### config.mk
export PLATFORM = sky130hd
export DESIGN_NAME = ac3_eac3_header_parser_unit
export DESIGN_NICKNAME = d
export VERILOG_FILES = /design/src/rtl/core/ac3hp_pkg.sv /design/src/rtl/core/ac3_eac3_header_parser_unit.sv /design/src/rtl/core/ac3hp_decode.sv /design/src/rtl/core/ac3hp_divide.sv /design/src/rtl/core/ac3hp_pack.sv
export SDC_FILE = /design/constraint.sdc
export NUM_CORES = 1
export LEC_CHECK = 0
export BUFFER_PORTS_ARGS = -buffer_cell sky130_fd_sc_hd__buf_2
export CORE_MARGIN = 2
export CORE_UTILIZATION = 30
export CTS_CLUSTER_DIAMETER = 40
export CTS_CLUSTER_SIZE = 24
export DETAILED_ROUTE_END_ITERATION = 8
export GPL_TIMING_DRIVEN = 0
export PLACE_DENSITY_LB_ADDON = 0.15
export SETUP_SLACK_MARGIN = 0.4
export SYNTH_ARGS = -nofsm -noshare
export SYNTH_HDL_FRONTEND = slang
export SYNTH_SLANG_ARGS = --single-unit
### constraint.sdc
create_clock -name clk -period 12.4 [get_ports clk]
set_input_delay 0.62 -clock clk [delete_from_list [all_inputs] [get_ports clk]]
set_output_delay 0.62 -clock clk [all_outputs]
set_load 0.05 [all_outputs]
### src/rtl/core/ac3hp_pkg.sv
// ----------------------------------------------------------------------------
// ac3hp_pkg
// Shared types, constants and lookup tables for the AC-3 / E-AC-3 header
// parser pipeline.
// ----------------------------------------------------------------------------
package ac3hp_pkg;

  localparam int HdrW      = 56;
  localparam int PresW     = 3;
  localparam int TdataInW  = 64;
  localparam int TdataOutW = 96;
  localparam int BoxW      = 40;
  localparam int BpsW      = 23;
  localparam int RateW     = 16;
  localparam int ProdW     = 47;
  localparam int CapW      = 4;

  typedef enum logic [3:0] {
    ST_OK          = 4'd0,
    ST_SHORT       = 4'd1,
    ST_BAD_SYNC    = 4'd2,
    ST_BAD_BSID    = 4'd3,
    ST_BAD_FSCOD   = 4'd4,
    ST_BAD_FRMSIZE = 4'd5,
    ST_BAD_STRMTYP = 4'd6,
    ST_FRAME_SMALL = 4'd7,
    ST_BAD_FSCOD2  = 4'd8,
    ST_BOX_OVF     = 4'd9
  } status_t;

  localparam logic [PresW-1:0] HDR_BYTES       = 3'd7;
  localparam logic [15:0]      SYNC_WORD       = 16'h0B77;
  localparam logic [4:0]       BSID_AC3_MAX    = 5'd10;
  localparam logic [4:0]       BSID_MAX        = 5'd16;
  localparam logic [4:0]       BSID_SHIFT_BASE = 5'd8;
  localparam logic [4:0]       BRC_LIMIT       = 5'd19;
  localparam logic [1:0]       FSCOD_RESERVED  = 2'd3;
  localparam logic [1:0]       STRMTYP_RSVD    = 2'd3;
  localparam logic [1:0]       NUMBLK_SIX      = 2'd3;
  localparam logic [10:0]      FRMSIZ_MIN      = 11'd3;
  localparam logic [2:0]       DAC3_LEN        = 3'd3;
  localparam logic [2:0]       DEC3_LEN        = 3'd5;
  localparam logic [CapW-1:0]  CAP_RESET       = 4'd8;

  // floor(x/3) = (x * DIV3_MUL) >> DIV3_SHIFT for x < 2^23
  localparam logic [23:0] DIV3_MUL     = 24'd11184811;
  localparam int          DIV3_SHIFT   = 25;
  // floor(y/125) = (y * DIV125_MUL) >> DIV125_SHIFT for y < 2^20
  localparam logic [20:0] DIV125_MUL   = 21'd1073742;
  localparam int          DIV125_SHIFT = 27;

  typedef struct packed {
    status_t           status;
    logic              enh;
    logic [1:0]        fscod;
    logic [4:0]        bsid;
    logic [2:0]        bsmod;
    logic [2:0]        acmod;
    logic              lfe;
    logic [4:0]        brc;
    logic [RateW-1:0]  rate;
    logic [BpsW-1:0]   bps;
    logic [ProdW-1:0]  prod;
    logic              half;   // 2 or 6 blocks: extra divide by 2
    logic              div3;   // 3 or 6 blocks: divide by 3
  } item_t;

  function automatic logic [RateW-1:0] rate_of(input logic [1:0] code);
    logic [RateW-1:0] r;
    unique case (code)
      2'd0:    r = 16'd48000;
      2'd1:    r = 16'd44100;
      2'd2:    r = 16'd32000;
      default: r = 16'd0;
    endcase
    return r;
  endfunction

  // AC-3 nominal bitrate in bit/s, indexed by frmsizecod / 2
  function automatic logic [19:0] ac3_bps(input logic [4:0] brc);
    logic [19:0] b;
    unique case (brc)
      5'd0:    b = 20'd32000;
      5'd1:    b = 20'd40000;
      5'd2:    b = 20'd48000;
      5'd3:    b = 20'd56000;
      5'd4:    b = 20'd64000;
      5'd5:    b = 20'd80000;
      5'd6:    b = 20'd96000;
      5'd7:    b = 20'd112000;
      5'd8:    b = 20'd128000;
      5'd9:    b = 20'd160000;
      5'd10:   b = 20'd192000;
      5'd11:   b = 20'd224000;
      5'd12:   b = 20'd256000;
      5'd13:   b = 20'd320000;
      5'd14:   b = 20'd384000;
      5'd15:   b = 20'd448000;
      5'd16:   b = 20'd512000;
      5'd17:   b = 20'd576000;
      5'd18:   b = 20'd640000;
      default: b = 20'd0;
    endcase
    return b;
  endfunction

  function automatic logic [2:0] chan_of(input logic [2:0] acmod);
    logic [2:0] c;
    unique case (acmod)
      3'd0:    c = 3'd2;
      3'd1:    c = 3'd1;
      3'd2:    c = 3'd2;
      3'd3:    c = 3'd3;
      3'd4:    c = 3'd3;
      3'd5:    c = 3'd4;
      3'd6:    c = 3'd4;
      default: c = 3'd5;
    endcase
    return c;
  endfunction

endpackage

### src/rtl/core/ac3_eac3_header_parser_unit.sv
// ----------------------------------------------------------------------------
// ac3_eac3_header_parser_unit
// AC-3 / E-AC-3 sync frame header parser: sample rate, bitrate, channels and
// dac3/dec3 box from the first seven bytes of a frame.
// ----------------------------------------------------------------------------
// Usage:
//  - Input stream (in_*): one request per frame header, the seven leading
//    bytes plus a count of valid bytes. Output stream (out_*): one result per
//    request, in order, carrying status and the decoded fields.
//  - cfg_wr_en/cfg_wr_data set the box capacity in bytes (reset value 8);
//    write it only while no request is in flight.
//  - Pipeline: four register stages (decode, two divide stages, pack/output
//    register); each accepted request passes through them in that order.
//  - Throughput: one request per cycle unless out_tready stalls it. Every stage carries its own valid
//    bit; a stage loads whenever it is empty or its successor takes data.
//  - The widest steps are the 13x16 frame*rate product in decode and the
//    reciprocal multiplies (by 1/3, by 1/125) in the divide stages.
//  - Reset (rst_n low, synchronous) empties the pipeline and restores the
//    box capacity to 8.
//  - When out_tready is low the output register holds its result and the
//    stages behind it keep filling; in_tready drops only once all four
//    stages hold data. Nothing is dropped or duplicated.
// ----------------------------------------------------------------------------
module ac3_eac3_header_parser_unit (
  input  logic                                clk,
  input  logic                                rst_n,
  // config
  input  logic                                cfg_wr_en,
  input  logic [ac3hp_pkg::CapW-1:0]          cfg_wr_data,   // box_capacity
  // request stream
  input  logic                                in_tvalid,
  output logic                                in_tready,
  // [55:0] header_bytes, [58:56] bytes_present, [63:59] zero
  input  logic [ac3hp_pkg::TdataInW-1:0]      in_tdata,
  // result stream
  output logic                                out_tvalid,
  input  logic                                out_tready,
  // [3:0] status, [4] is_enhanced, [27:5] bit_rate, [43:28] rate_hz,
  // [46:44] channel_count, [49:47] audio_coding_mode, [50] lfe_present,
  // [90:51] box_data, [93:91] box_length, [95:94] zero
  output logic [ac3hp_pkg::TdataOutW-1:0]     out_tdata
);

  logic [ac3hp_pkg::CapW-1:0] cap_r;

  logic             dec_valid;
  logic             dec_ready;
  ac3hp_pkg::item_t dec_item;
  logic             div_valid;
  logic             div_ready;
  ac3hp_pkg::item_t div_item;

  // box capacity register
  always_ff @(posedge clk) begin
    if (!rst_n) begin
      cap_r <= ac3hp_pkg::CAP_RESET;
    end else if (cfg_wr_en) begin
      cap_r <= cfg_wr_data;
    end
  end

  // stage 1: header checks and field decode
  ac3hp_decode u_decode (
    .clk       (clk),
    .rst_n     (rst_n),
    .s_valid   (in_tvalid),
    .s_ready   (in_tready),
    .s_hdr     (in_tdata[ac3hp_pkg::HdrW-1:0]),
    .s_present (in_tdata[ac3hp_pkg::HdrW+ac3hp_pkg::PresW-1:ac3hp_pkg::HdrW]),
    .m_valid   (dec_valid),
    .m_ready   (dec_ready),
    .m_item    (dec_item)
  );

  // stages 2-3: E-AC-3 bitrate division and kbit/s for the box
  ac3hp_divide u_divide (
    .clk     (clk),
    .rst_n   (rst_n),
    .s_valid (dec_valid),
    .s_ready (dec_ready),
    .s_item  (dec_item),
    .m_valid (div_valid),
    .m_ready (div_ready),
    .m_item  (div_item)
  );

  // stage 4: box build, capacity check, output register
  ac3hp_pack u_pack (
    .clk     (clk),
    .rst_n   (rst_n),
    .cap     (cap_r),
    .s_valid (div_valid),
    .s_ready (div_ready),
    .s_item  (div_item),
    .m_valid (out_tvalid),
    .m_ready (out_tready),
    .m_data  (out_tdata)
  );

endmodule

### src/rtl/core/ac3hp_decode.sv
// ----------------------------------------------------------------------------
// ac3hp_decode
// Stage 1: sync/bsid checks, field extraction for both paths, AC-3 rates,
// E-AC-3 frame size times sample rate product.
// ----------------------------------------------------------------------------
module ac3hp_decode (
  input  logic                        clk,
  input  logic                        rst_n,
  input  logic                        s_valid,
  output logic                        s_ready,
  input  logic [ac3hp_pkg::HdrW-1:0]  s_hdr,
  input  logic [ac3hp_pkg::PresW-1:0] s_present,
  output logic                        m_valid,
  input  logic                        m_ready,
  output ac3hp_pkg::item_t            m_item
);

  logic             valid_r;
  ac3hp_pkg::item_t item_r;
  ac3hp_pkg::item_t item_nxt;

  logic [4:0]  bsid;
  logic [1:0]  fscod;
  logic [1:0]  fscod2;
  logic [1:0]  strmtyp;
  logic [10:0] frmsiz;
  logic [1:0]  shift;
  logic        ac3_lfe;
  logic [11:0] frm_words;
  logic [12:0] frame;
  logic [1:0]  numblk;
  logic [ac3hp_pkg::RateW-1:0] eac3_rate;
  logic [28:0] frame_rate;

  assign bsid    = s_hdr[15:11];
  assign fscod   = s_hdr[23:22];
  assign fscod2  = s_hdr[21:20];
  assign strmtyp = s_hdr[39:38];
  assign frmsiz  = s_hdr[34:24];

  // bsid 9 and 10 halve / quarter the AC-3 rates
  assign shift = (bsid > ac3hp_pkg::BSID_SHIFT_BASE) ?
                 2'(bsid - ac3hp_pkg::BSID_SHIFT_BASE) : 2'd0;

  // lfeon position depends on which optional mix fields are present
  always_comb begin
    unique case (s_hdr[7:5]) inside
      3'd0, 3'd1: ac3_lfe = s_hdr[4];
      3'd5, 3'd7: ac3_lfe = s_hdr[0];
      default:    ac3_lfe = s_hdr[2];
    endcase
  end

  assign frm_words  = {1'b0, frmsiz} + 12'd1;
  assign frame      = {frm_words, 1'b0};
  assign numblk     = (fscod == ac3hp_pkg::FSCOD_RESERVED) ? ac3hp_pkg::NUMBLK_SIX
                                                           : s_hdr[21:20];
  assign eac3_rate  = (fscod == ac3hp_pkg::FSCOD_RESERVED) ?
                      (ac3hp_pkg::rate_of(fscod2) >> 1) : ac3hp_pkg::rate_of(fscod);
  assign frame_rate = {16'd0, frame} * {13'd0, eac3_rate};

  always_comb begin
    item_nxt        = '0;
    item_nxt.status = ac3hp_pkg::ST_OK;
    item_nxt.fscod  = fscod;
    item_nxt.bsid   = bsid;
    if (s_present < ac3hp_pkg::HDR_BYTES) begin
      item_nxt.status = ac3hp_pkg::ST_SHORT;
    end else if (s_hdr[55:40] != ac3hp_pkg::SYNC_WORD) begin
      item_nxt.status = ac3hp_pkg::ST_BAD_SYNC;
    end else if (bsid > ac3hp_pkg::BSID_MAX) begin
      item_nxt.status = ac3hp_pkg::ST_BAD_BSID;
    end else if (bsid <= ac3hp_pkg::BSID_AC3_MAX) begin
      item_nxt.brc   = s_hdr[21:17];
      item_nxt.bsmod = s_hdr[10:8];
      item_nxt.acmod = s_hdr[7:5];
      item_nxt.lfe   = ac3_lfe;
      item_nxt.rate  = ac3hp_pkg::rate_of(fscod) >> shift;
      item_nxt.bps   = {3'b000, ac3hp_pkg::ac3_bps(s_hdr[21:17]) >> shift};
      if (fscod == ac3hp_pkg::FSCOD_RESERVED) begin
        item_nxt.status = ac3hp_pkg::ST_BAD_FSCOD;
      end else if (s_hdr[21:17] >= ac3hp_pkg::BRC_LIMIT) begin
        item_nxt.status = ac3hp_pkg::ST_BAD_FRMSIZE;
      end
    end else begin
      item_nxt.enh   = 1'b1;
      item_nxt.acmod = s_hdr[19:17];
      item_nxt.lfe   = s_hdr[16];
      item_nxt.rate  = eac3_rate;
      item_nxt.prod  = {18'd0, frame_rate};
      item_nxt.half  = numblk[0];
      item_nxt.div3  = numblk[1];
      if (strmtyp == ac3hp_pkg::STRMTYP_RSVD) begin
        item_nxt.status = ac3hp_pkg::ST_BAD_STRMTYP;
      end else if (frmsiz < ac3hp_pkg::FRMSIZ_MIN) begin
        item_nxt.status = ac3hp_pkg::ST_FRAME_SMALL;
      end else if (fscod == ac3hp_pkg::FSCOD_RESERVED &&
                   fscod2 == ac3hp_pkg::FSCOD_RESERVED) begin
        item_nxt.status = ac3hp_pkg::ST_BAD_FSCOD2;
      end
    end
  end

  assign s_ready = !valid_r || m_ready;

  always_ff @(posedge clk) begin
    if (!rst_n) begin
      valid_r <= 1'b0;
    end else if (s_ready) begin
      valid_r <= s_valid;
    end
  end

  always_ff @(posedge clk) begin
    if (s_ready && s_valid) begin
      item_r <= item_nxt;
    end
  end

  assign m_valid = valid_r;
  assign m_item  = item_r;

endmodule

### src/rtl/core/ac3hp_divide.sv
// ----------------------------------------------------------------------------
// ac3hp_divide
// Stages 2 and 3: E-AC-3 bitrate = frame*rate / (32*blocks) by shift and
// reciprocal multiply, then the kbit/s quotient for the dec3 box.
// ----------------------------------------------------------------------------
module ac3hp_divide (
  input  logic             clk,
  input  logic             rst_n,
  input  logic             s_valid,
  output logic             s_ready,
  input  ac3hp_pkg::item_t s_item,
  output logic             m_valid,
  input  logic             m_ready,
  output ac3hp_pkg::item_t m_item
);

  logic             a_valid_r;
  logic             b_valid_r;
  logic             a_ready;
  logic             b_ready;
  ac3hp_pkg::item_t a_r;
  ac3hp_pkg::item_t a_nxt;
  ac3hp_pkg::item_t b_r;
  ac3hp_pkg::item_t b_nxt;

  logic [ac3hp_pkg::BpsW-1:0]  scaled;
  logic [ac3hp_pkg::BpsW-1:0]  quot;
  logic [40:0]                 kprod;

  // stage A: divide by 32 or 64, start the divide by 3
  assign scaled = !s_item.enh ? s_item.bps :
                  (s_item.half ? s_item.prod[28:6] : s_item.prod[27:5]);

  always_comb begin
    a_nxt      = s_item;
    a_nxt.bps  = scaled;
    a_nxt.prod = {24'd0, scaled} * {23'd0, ac3hp_pkg::DIV3_MUL};
  end

  // stage B: finish divide by 3, start bit/s -> kbit/s
  assign quot  = (a_r.enh && a_r.div3) ?
                 {1'b0, a_r.prod[ac3hp_pkg::ProdW-1:ac3hp_pkg::DIV3_SHIFT]} : a_r.bps;
  assign kprod = {21'd0, quot[ac3hp_pkg::BpsW-1:3]} * {20'd0, ac3hp_pkg::DIV125_MUL};

  always_comb begin
    b_nxt      = a_r;
    b_nxt.bps  = quot;
    b_nxt.prod = {6'd0, kprod};
  end

  assign b_ready = !b_valid_r || m_ready;
  assign a_ready = !a_valid_r || b_ready;
  assign s_ready = a_ready;

  always_ff @(posedge clk) begin
    if (!rst_n) begin
      a_valid_r <= 1'b0;
      b_valid_r <= 1'b0;
    end else begin
      if (a_ready) begin
        a_valid_r <= s_valid;
      end
      if (b_ready) begin
        b_valid_r <= a_valid_r;
      end
    end
  end

  always_ff @(posedge clk) begin
    if (a_ready && s_valid) begin
      a_r <= a_nxt;
    end
    if (b_ready && a_valid_r) begin
      b_r <= b_nxt;
    end
  end

  assign m_valid = b_valid_r;
  assign m_item  = b_r;

endmodule

### src/rtl/core/ac3hp_pack.sv
// ----------------------------------------------------------------------------
// ac3hp_pack
// Stage 4: dac3/dec3 box assembly, capacity check, zeroing on error and the
// output register.
// ----------------------------------------------------------------------------
module ac3hp_pack (
  input  logic                             clk,
  input  logic                             rst_n,
  input  logic [ac3hp_pkg::CapW-1:0]       cap,
  input  logic                             s_valid,
  output logic                             s_ready,
  input  ac3hp_pkg::item_t                 s_item,
  output logic                             m_valid,
  input  logic                             m_ready,
  output logic [ac3hp_pkg::TdataOutW-1:0]  m_data
);

  logic                                valid_r;
  logic [ac3hp_pkg::TdataOutW-1:0]     data_r;
  logic [ac3hp_pkg::TdataOutW-1:0]     data_nxt;

  logic [12:0]                 kbps;
  logic [ac3hp_pkg::BoxW-1:0]  box;
  logic [2:0]                  blen;
  logic [2:0]                  chans;
  ac3hp_pkg::status_t          status;

  assign kbps = s_item.prod[ac3hp_pkg::DIV125_SHIFT+12:ac3hp_pkg::DIV125_SHIFT];

  always_comb begin
    if (s_item.enh) begin
      box  = {kbps, 3'b000, s_item.fscod, s_item.bsid, 5'b00000,
              s_item.acmod, s_item.lfe, 8'h00};
      blen = ac3hp_pkg::DEC3_LEN;
    end else begin
      box  = {s_item.fscod, s_item.bsid, s_item.bsmod, s_item.acmod,
              s_item.lfe, s_item.brc, 5'b00000, 16'h0000};
      blen = ac3hp_pkg::DAC3_LEN;
    end
  end

  assign chans = ac3hp_pkg::chan_of(s_item.acmod) + {2'b00, s_item.lfe};

  always_comb begin
    status = s_item.status;
    if (s_item.status == ac3hp_pkg::ST_OK && {1'b0, cap} < {2'b00, blen}) begin
      status = ac3hp_pkg::ST_BOX_OVF;
    end
  end

  always_comb begin
    data_nxt      = '0;
    data_nxt[3:0] = status;
    data_nxt[4]   = s_item.enh;
    if (status == ac3hp_pkg::ST_OK) begin
      data_nxt[27:5]  = s_item.bps;
      data_nxt[43:28] = s_item.rate;
      data_nxt[46:44] = chans;
      data_nxt[49:47] = s_item.acmod;
      data_nxt[50]    = s_item.lfe;
      data_nxt[90:51] = box;
      data_nxt[93:91] = blen;
    end
  end

  assign s_ready = !valid_r || m_ready;

  always_ff @(posedge clk) begin
    if (!rst_n) begin
      valid_r <= 1'b0;
    end else if (s_ready) begin
      valid_r <= s_valid;
    end
  end

  always_ff @(posedge clk) begin
    if (s_ready && s_valid) begin
      data_r <= data_nxt;
    end
  end

  assign m_valid = valid_r;
  assign m_data  = data_r;

endmodule
==> results of run 1 <==
## how the worst min path moves through the flow
stage / from / to / depth (start not counted)
detailed placement: u_decode.m_item[111] / u_divide.a_r[111] / 0
finish: rst_n / cap_r[3] / 2
CTS: in_tdata[13] / u_decode.m_item[102] / 1
floorplan: u_decode.m_item[0] / u_divide.a_r[0] / 0
global placement: u_divide.a_r[93] / u_divide.m_item[93] / 0
global route: in_tdata[13] / u_decode.m_item[102] / 1
## through the flow
step / hold WS [ns] / area (µm²)
floorplan: 0.4003 / 30790
global placement: 0.4014 / 33220
detailed placement: 0.4045 / 33470
CTS: 0.1997 / 35520
global route: 0.2130 / 35520
finish: 0.2467 / 35520
## metal layers
metal | wire length [µm] | vias up | GRT usage (%) | part of all wire [%]
met1 | 35630 | 9983 | 20.23 | 45
met5 | 0 | - | 0 | 0
met4 | 1929 | 0 | 4.156 | 2.5
met2 | 38040 | 345 | 26.72 | 48
met3 | 2874 | 99 | 2.117 | 3.7
li1 | - | 9588 | - | -
## final cells by class
class	instances	area share, %
inverter	506	5.347
timing repair buffer	154	2.614
buffer	92	1.131
clock inverter	46	1.853
multi-input combinational	1829	52.32
sequential	334	28.01
clock buffer	58	3.907
tap	1368	4.819
## worst register-to-register path: stages, from the launching register on
cell      delay (ns)
edfxtp_1        0.34
clkbuf_1        0.32
buf_1           0.60
mux2i_1         0.18
a21oi_1         0.87
ha_1            0.48
fa_1            0.50
fa_1            0.55
inv_1           0.10
fa_1            0.56
inv_1           0.14
fa_1            0.57
inv_1           0.06
fa_1            0.54
inv_1           0.06
fa_1            0.47
ha_1            0.36
nand4_1         0.17
or2_1           0.32
a311oi_1        0.73
o21ai_1         0.29
and2_1          0.23
o21ai_1         0.26
a21o_1          0.19
a21o_1          0.15
a21oi_1         0.09
xnor2_1         0.12
## sequential cells by signal, summed over array words and instances (netlist names)
register,flops
u_divide.m_item,76
u_divide.a_valid_r,1
u_divide.a_r,86
u_pack.m_valid,1
u_decode.m_valid,1
u_divide.m_valid,1
cap_r,4
u_pack.m_data,81
u_decode.m_item,83
## logic make-up after synthesis
kind of cell | count (synthesis)
adder cells (fa/ha/maj) | 782
buffers and inverters | 598
AND/OR/NAND/NOR | 550
flip-flops | 334
AO/OA/AOI/OAI | 325
multiplexers | 79
XOR/XNOR | 76
other | 1
## layout by cell type, fill, tap and decap left out, types with 17 or more instances in the layout
cell,synthesis,routed
nand2_1,135,135
a21o_1,51,51
nor2_1,166,166
and2_1,75,75
fa_1,331,331
edfxtp_1,326,326
clkbuf_16,0,55
xor2_1,39,39
nor2b_1,37,35
mux2i_1,54,54
a21oi_1,115,115
buf_2,0,144
ha_1,451,451
conb_1,1,17
nand2b_1,33,33
nor3_1,23,23
o21ai_1,25,25
clkbuf_1,71,74
mux2_2,24,24
nand3_1,23,23
inv_1,502,502
and3_1,26,26
o21ai_0,26,26
xnor2_1,37,37
==> impl_metrics.csv, run 1 <==
group,metric,value,unit
run_status,outcome,"finished clean",
synthesis,yosys.area.top_type,"edfxtp_1",
sta,hold_violations,0,
sta,max_freq,105.0,MHz
synthesis,synth_compound_area_share,6.722,%
synthesis,ys_types,70,
synthesis,synth_commonest_cells,"502 x inv_1, 451 x ha_1, 331 x fa_1, 326 x edfxtp_1, 166 x nor2_1",
setup_path,required,12.73,ns
setup_path,path_buf_inv,6,
synthesis,yosys.area_share.simple,8.639,%
cts,clock_latency,0.63,ns
setup_path,critical-path-max-stage-delay,0.87,ns
sta,worst_slack,2.876,ns
synthesis,synthCells,2745,
floorplan,core,101700,µm²
global_route,track_usage,15.46,%
detailed_routing,dr.pass1.iters,5,
setup_path,crit_cells,26,
synthesis,synthAdderAreaFrac,39.92,%
synthesis,yosysMostFrequentCell,"inv_1",
setup_path,cp-start-kind,"register",
layout,layout-drive-gt1-share,9.970,%
sta,finalSetupTns,0,ns
detailed_routing,antenna_left,0,
cts,cts_resized,0,
detailed_routing,wl,78.48,mm
setup_path,cpMostUsedCell,"fa_1",
floorplan,num_rows,117,
sta,min_period,9.524,ns
floorplan,die_w,324.1,µm
sta,tightest_slew,1.212,ns
setup_path,endpoint,"u_divide.a_r[43]",
sta,fin_worst_skew,0.05982,ns
detailed_routing,wl_per_cell,17.89,µm
synthesis,yosys_warnings,0,
cts,root_buffer,"clkbuf_16",
global_route,grt_max_degree,35,
setup_path,path_max_fanout,10,
setup_path,crit_path_end_kind,"register",
worst_hold_path,hold_class,"primary input to register",
synthesis,synthMuxAreaShare,2.675,%
setup_path,timing.rr.end,"u_divide.a_r[43]",
floorplan,pin_count,171,
layout,multi_input_area,18580,µm²
cts,cts.clk_slew.worst_paths,0.05,ns
layout,seqCellArea,9950,µm²
sta,slew_violations,0,
sta,max_slew_margin,19.22,%
layout,nets,3827,
place,hpwl,65.25,mm
sta,min_period_over_period,76.80,%
global_route,grt_pass1_vias,21970,
setup_path,criticalPathCategory,"register to register",
detailed_routing,vias,20020,
floorplan,die_h,324.1,µm
synthesis,seq_area_frac_synth,32.38,%
layout,fillers,10140,
cts,ctsHtreeMaxLevel,2,
detailed_routing,viasPerCell,4.562,
place,place.port_buffers,144,
setup_path,reg2reg_depth,26,
place,gp_congestion,0.8562,
global_route,grt_overflow,0,
detailed_routing,drc,0,
layout,post-route-util,34.91,%
setup_path,path_delay_family,"adder cells",
synthesis,synth_top_area_share,31.85,%
floorplan,die_area,105000,µm²
detailed_routing,drtIter0Drc,1019,
layout,n_antenna_cell,0,
sta,rsz0062_at_grt,"no",
synthesis,synth-async-reset-ratio,0,%
synthesis,synth_top_family_by_area,"adder cells",
flow_run,cap_violations,0,
cts,clock_path_buffers,3,
cts,cts-buffers-inserted,55,
layout,area_delta_synth_final,15.58,%
setup_path,critPathLaunch,"u_decode.m_item[1]",
cts,cts_hold_buffers,0,
layout,fin_cells,4387,
setup_path,r2r_start,"u_decode.m_item[1]",
global_route,grt_antenna_before_repair,2,
place,place_inst,4283,
setup_path,cp_slowest_cell,"a21oi_1",
synthesis,avgSynthCellArea,11.20,µm²
synthesis,synth-edff-count,326,
synthesis,synth-xor-area-share,2.166,%
setup_path,rrSetupSlack,2.88,ns
sta,finalSetupViolCount,0,
synthesis,syn-cell-area,30730,µm²
floorplan,initial_core_util,30.21,%
cts,cts_tree,"built",
synthesis,ys_ff_latch,334,
synthesis,synth_area_leaders,"edfxtp_1 32%, fa_1 22%, ha_1 18%, inv_1 6.1%, nor2_1 2.0%",
synthesis,synth_top_flop_cell,"edfxtp_1",
cts,postCtsSetupBuffers,0,
global_route,grt_pass1_wl,124.8,mm
setup_path,arrival,9.85,ns
cts,cts_sinks,334,
place,place_ws,2.902,ns
Power of run 1 is not shown: default switching activity piles up to over one toggle a cycle in this logic, so the estimate is an artifact.
==> inputs of run 2 (changes only) <==
- ABC_AREA: default -> 1
- clock period: 12.4 -> 8.3 ns (I/O delays scaled with it)
==> impl_metrics.csv, run 2 <==
group,metric,value,unit
run_status,outcome,"finished clean",
layout,n_antenna_cell,0,
synthesis,synthCells,3713,
layout,largest_reg_flops,86,
sta,fin_worst_skew,0.04772,ns
synthesis,synth_top_family_by_area,"adder cells",
floorplan,die_area,113600,µm²
place,place_inst,5383,
cts,cts_sinks,334,
synthesis,synthMuxAreaShare,0,%
sta,hold_violations,0,
synthesis,ys_ff_latch,334,
place,hpwl,80.25,mm
setup_path,criticalPathCategory,"register to register",
synthesis,synth_area_leaders,"edfxtp_1 29%, fa_1 20%, ha_1 17%, inv_1 9.0%, nand2_1 8.6%",
cts,root_buffer,"clkbuf_16",
layout,regMostFlops,"u_divide.a_r",
flow_run,cap_violations,0,
sta,rsz0062_at_grt,"yes",
layout,final_common_cell,"inv_1",
cts,cts_tree,"built",
synthesis,syn-cell-area,33270,µm²
sta,max_freq,133.3,MHz
synthesis,ys_types,53,
setup_path,crit_path_end_kind,"register",
layout,fillers,11590,
detailed_routing,vias,24650,
layout,layout-drive-gt1-share,8.575,%
setup_path,path_max_fanout,10,
synthesis,synth_commonest_cells,"798 x inv_1, 758 x nand2_1, 451 x ha_1, 396 x nor2_1, 331 x fa_1",
synthesis,seq_area_frac_synth,29.91,%
floorplan,die_w,337,µm
sta,finalSetupViolCount,0,
detailed_routing,drc,0,
detailed_routing,viasPerCell,4.491,
detailed_routing,wl,93.85,mm
synthesis,yosys.area.top_type,"edfxtp_1",
global_route,grt_antenna_before_repair,7,
power_and_ir_drop,finalPower,13.69,mW
synthesis,synth-async-reset-ratio,0,%
place,place.port_buffers,145,
layout,post-route-util,34.58,%
synthesis,synth_top_area_share,29.43,%
cts,cts.clk_slew.worst_paths,0.06,ns
synthesis,yosysMostFrequentCell,"inv_1",
floorplan,initial_core_util,30.14,%
place,gp_congestion,0.8980,
synthesis,synth_top_flop_cell,"edfxtp_1",
floorplan,pin_count,171,
global_route,grt_pass1_vias,25340,
synthesis,synth-edff-count,326,
cts,cts-buffers-inserted,53,
setup_path,cp-start-kind,"register",
power_and_ir_drop,p_per_area,358.8,nW/µm²
sta,max_slew_margin,29.62,%
synthesis,synth_compound_area_share,5.563,%
synthesis,synthAdderAreaFrac,36.88,%
layout,area_delta_synth_final,14.72,%
sta,min_period_over_period,90.39,%
cts,ctsHtreeMaxLevel,2,
floorplan,core,110400,µm²
detailed_routing,antenna_left,0,
sta,tightest_slew,1.049,ns
setup_path,required,8.60,ns
floorplan,num_rows,122,
global_route,track_usage,16.82,%
global_route,grt_overflow,0,
global_route,grt_pass1_wl,146.4,mm
sta,slew_violations,0,
cts,clock_latency,0.62,ns
detailed_routing,dr.pass1.iters,7,
cts,clock_path_buffers,3,
synthesis,avgSynthCellArea,8.960,µm²
sta,hold_slack,0.03966,ns
floorplan,die_h,337,µm
synthesis,yosys.area_share.simple,17.00,%
global_route,grt_max_degree,72,
setup_path,arrival,7.80,ns
layout,nets,4810,
detailed_routing,wl_per_cell,17.10,µm
detailed_routing,drtIter0Drc,1217,
sta,finalSetupTns,0,ns
synthesis,yosys_warnings,0,
worst_hold_path,hold_class,"primary input to register",
layout,fin_cells,5488,
sta,min_period,7.502,ns
power_and_ir_drop,p_leak,19.08,nW
synthesis,synth-xor-area-share,0.5266,%
power_and_ir_drop,ir_drop,269.7,µV
layout,mostFrequentLayoutCells,"796 x inv_1, 758 x nand2_1, 451 x ha_1",
[run 2: cell types whose count changed in the layout (fill, tap and decap cells not counted), moves of 40 or more]
cell      before  now
nand2_1      135  758
nand3_1       23   87
inv_1        502  796
clkbuf_1      74   23
mux2i_1       54    0
o21ai_0       26  133
and2_1        75    5
nor2_1       166  391
a21o_1        51   11
[run 2: per-layer routing]
metal	vias up	GRT usage, %	routed length, µm
met2	335	29.50	46520
met3	93	1.869	3275
met4	6	3.600	1610
met1	11980	22.26	42400
li1	12240	-	-
met5	-	0	36
[run 2: power breakdown]
group	total, mW	switching, mW	leakage [nW]	internal, mW
clock network	2.28	0.879	0.877	1.40
registers	2.10	0.0280	3.20	2.07
logic	9.32	6.17	15.0	3.16
total	13.7	7.07	19.1	6.62
[run 2: worst max-delay path, stage by stage, from the launching register on]
cell and delay (ns):
edfxtp_1 0.52, clkbuf_1 0.27, nor2_1 0.15, nor2_1 0.04, o21ai_0 0.09, o21ai_2 0.20, ha_1 0.46, inv_1 0.10
fa_1 0.53, inv_1 0.10, fa_1 0.55, inv_1 0.14, fa_1 0.65, inv_1 0.15, fa_1 0.54, fa_1 0.55
inv_1 0.06, fa_1 0.53, inv_1 0.05, ha_1 0.42, nand2_1 0.13, nor2_1 0.30, nand2_1 0.11, nor2_1 0.14
nand4_1 0.16, nand4_1 0.13, nand2_1 0.12
[run 2: layout make-up]
type	instances	area (µm²)	area share (%)
multi-input cells	2529	20060	52.57
repair buffers	171	1049	2.747
plain buffers	58	335.3	0.8786
well taps	1488	1862	4.878
clock inverters	42	521.8	1.367
flip-flops and latches	334	9950	26.07
clock buffers	58	1345	3.524
inverters	808	3042	7.970
[run 2: kinds of logic after synthesis]
family                   after synthesis
AO/OA/AOI/OAI                        340
adder cells (fa/ha/maj)              782
XOR/XNOR                              20
AND/OR/NAND/NOR                     1370
other                                  1
buffers and inverters                866
flip-flops                           334
[run 2: worst paths after layout]
check / to / startpoint / slack [ns] / depth (start not counted)
min: cap_r[1] / cfg_wr_data[1] / 0.04 / 3
max reg2reg: u_divide.a_r[40] / u_decode.m_item[1] / 0.80 / 26
max: u_divide.a_r[40] / u_decode.m_item[1] / 0.80 / 26
min reg2reg: u_divide.a_r[99] / u_decode.m_item[99] / 0.41 / 0
[run 2: per-stage QoR]
step           setup WS [ns]  area, µm²
2_1_floorplan          1.793      33330
3_3_place_gp         -0.1576      35910
3_5_place_dp        -0.05128      36220
4_1_cts               0.5486      38110
5_1_grt               0.3749      38170
6_report              0.7980      38170
[run 2: repair_timing]
action	in CTS	in global routing
buffers inserted	1	3
hold buffers	1	0
hold endpoints to repair	1	0
endpoints found under the setup margin	20	21
cloned	0	0
gates resized for setup	2	19
Power figures use the tool's default switching activity.
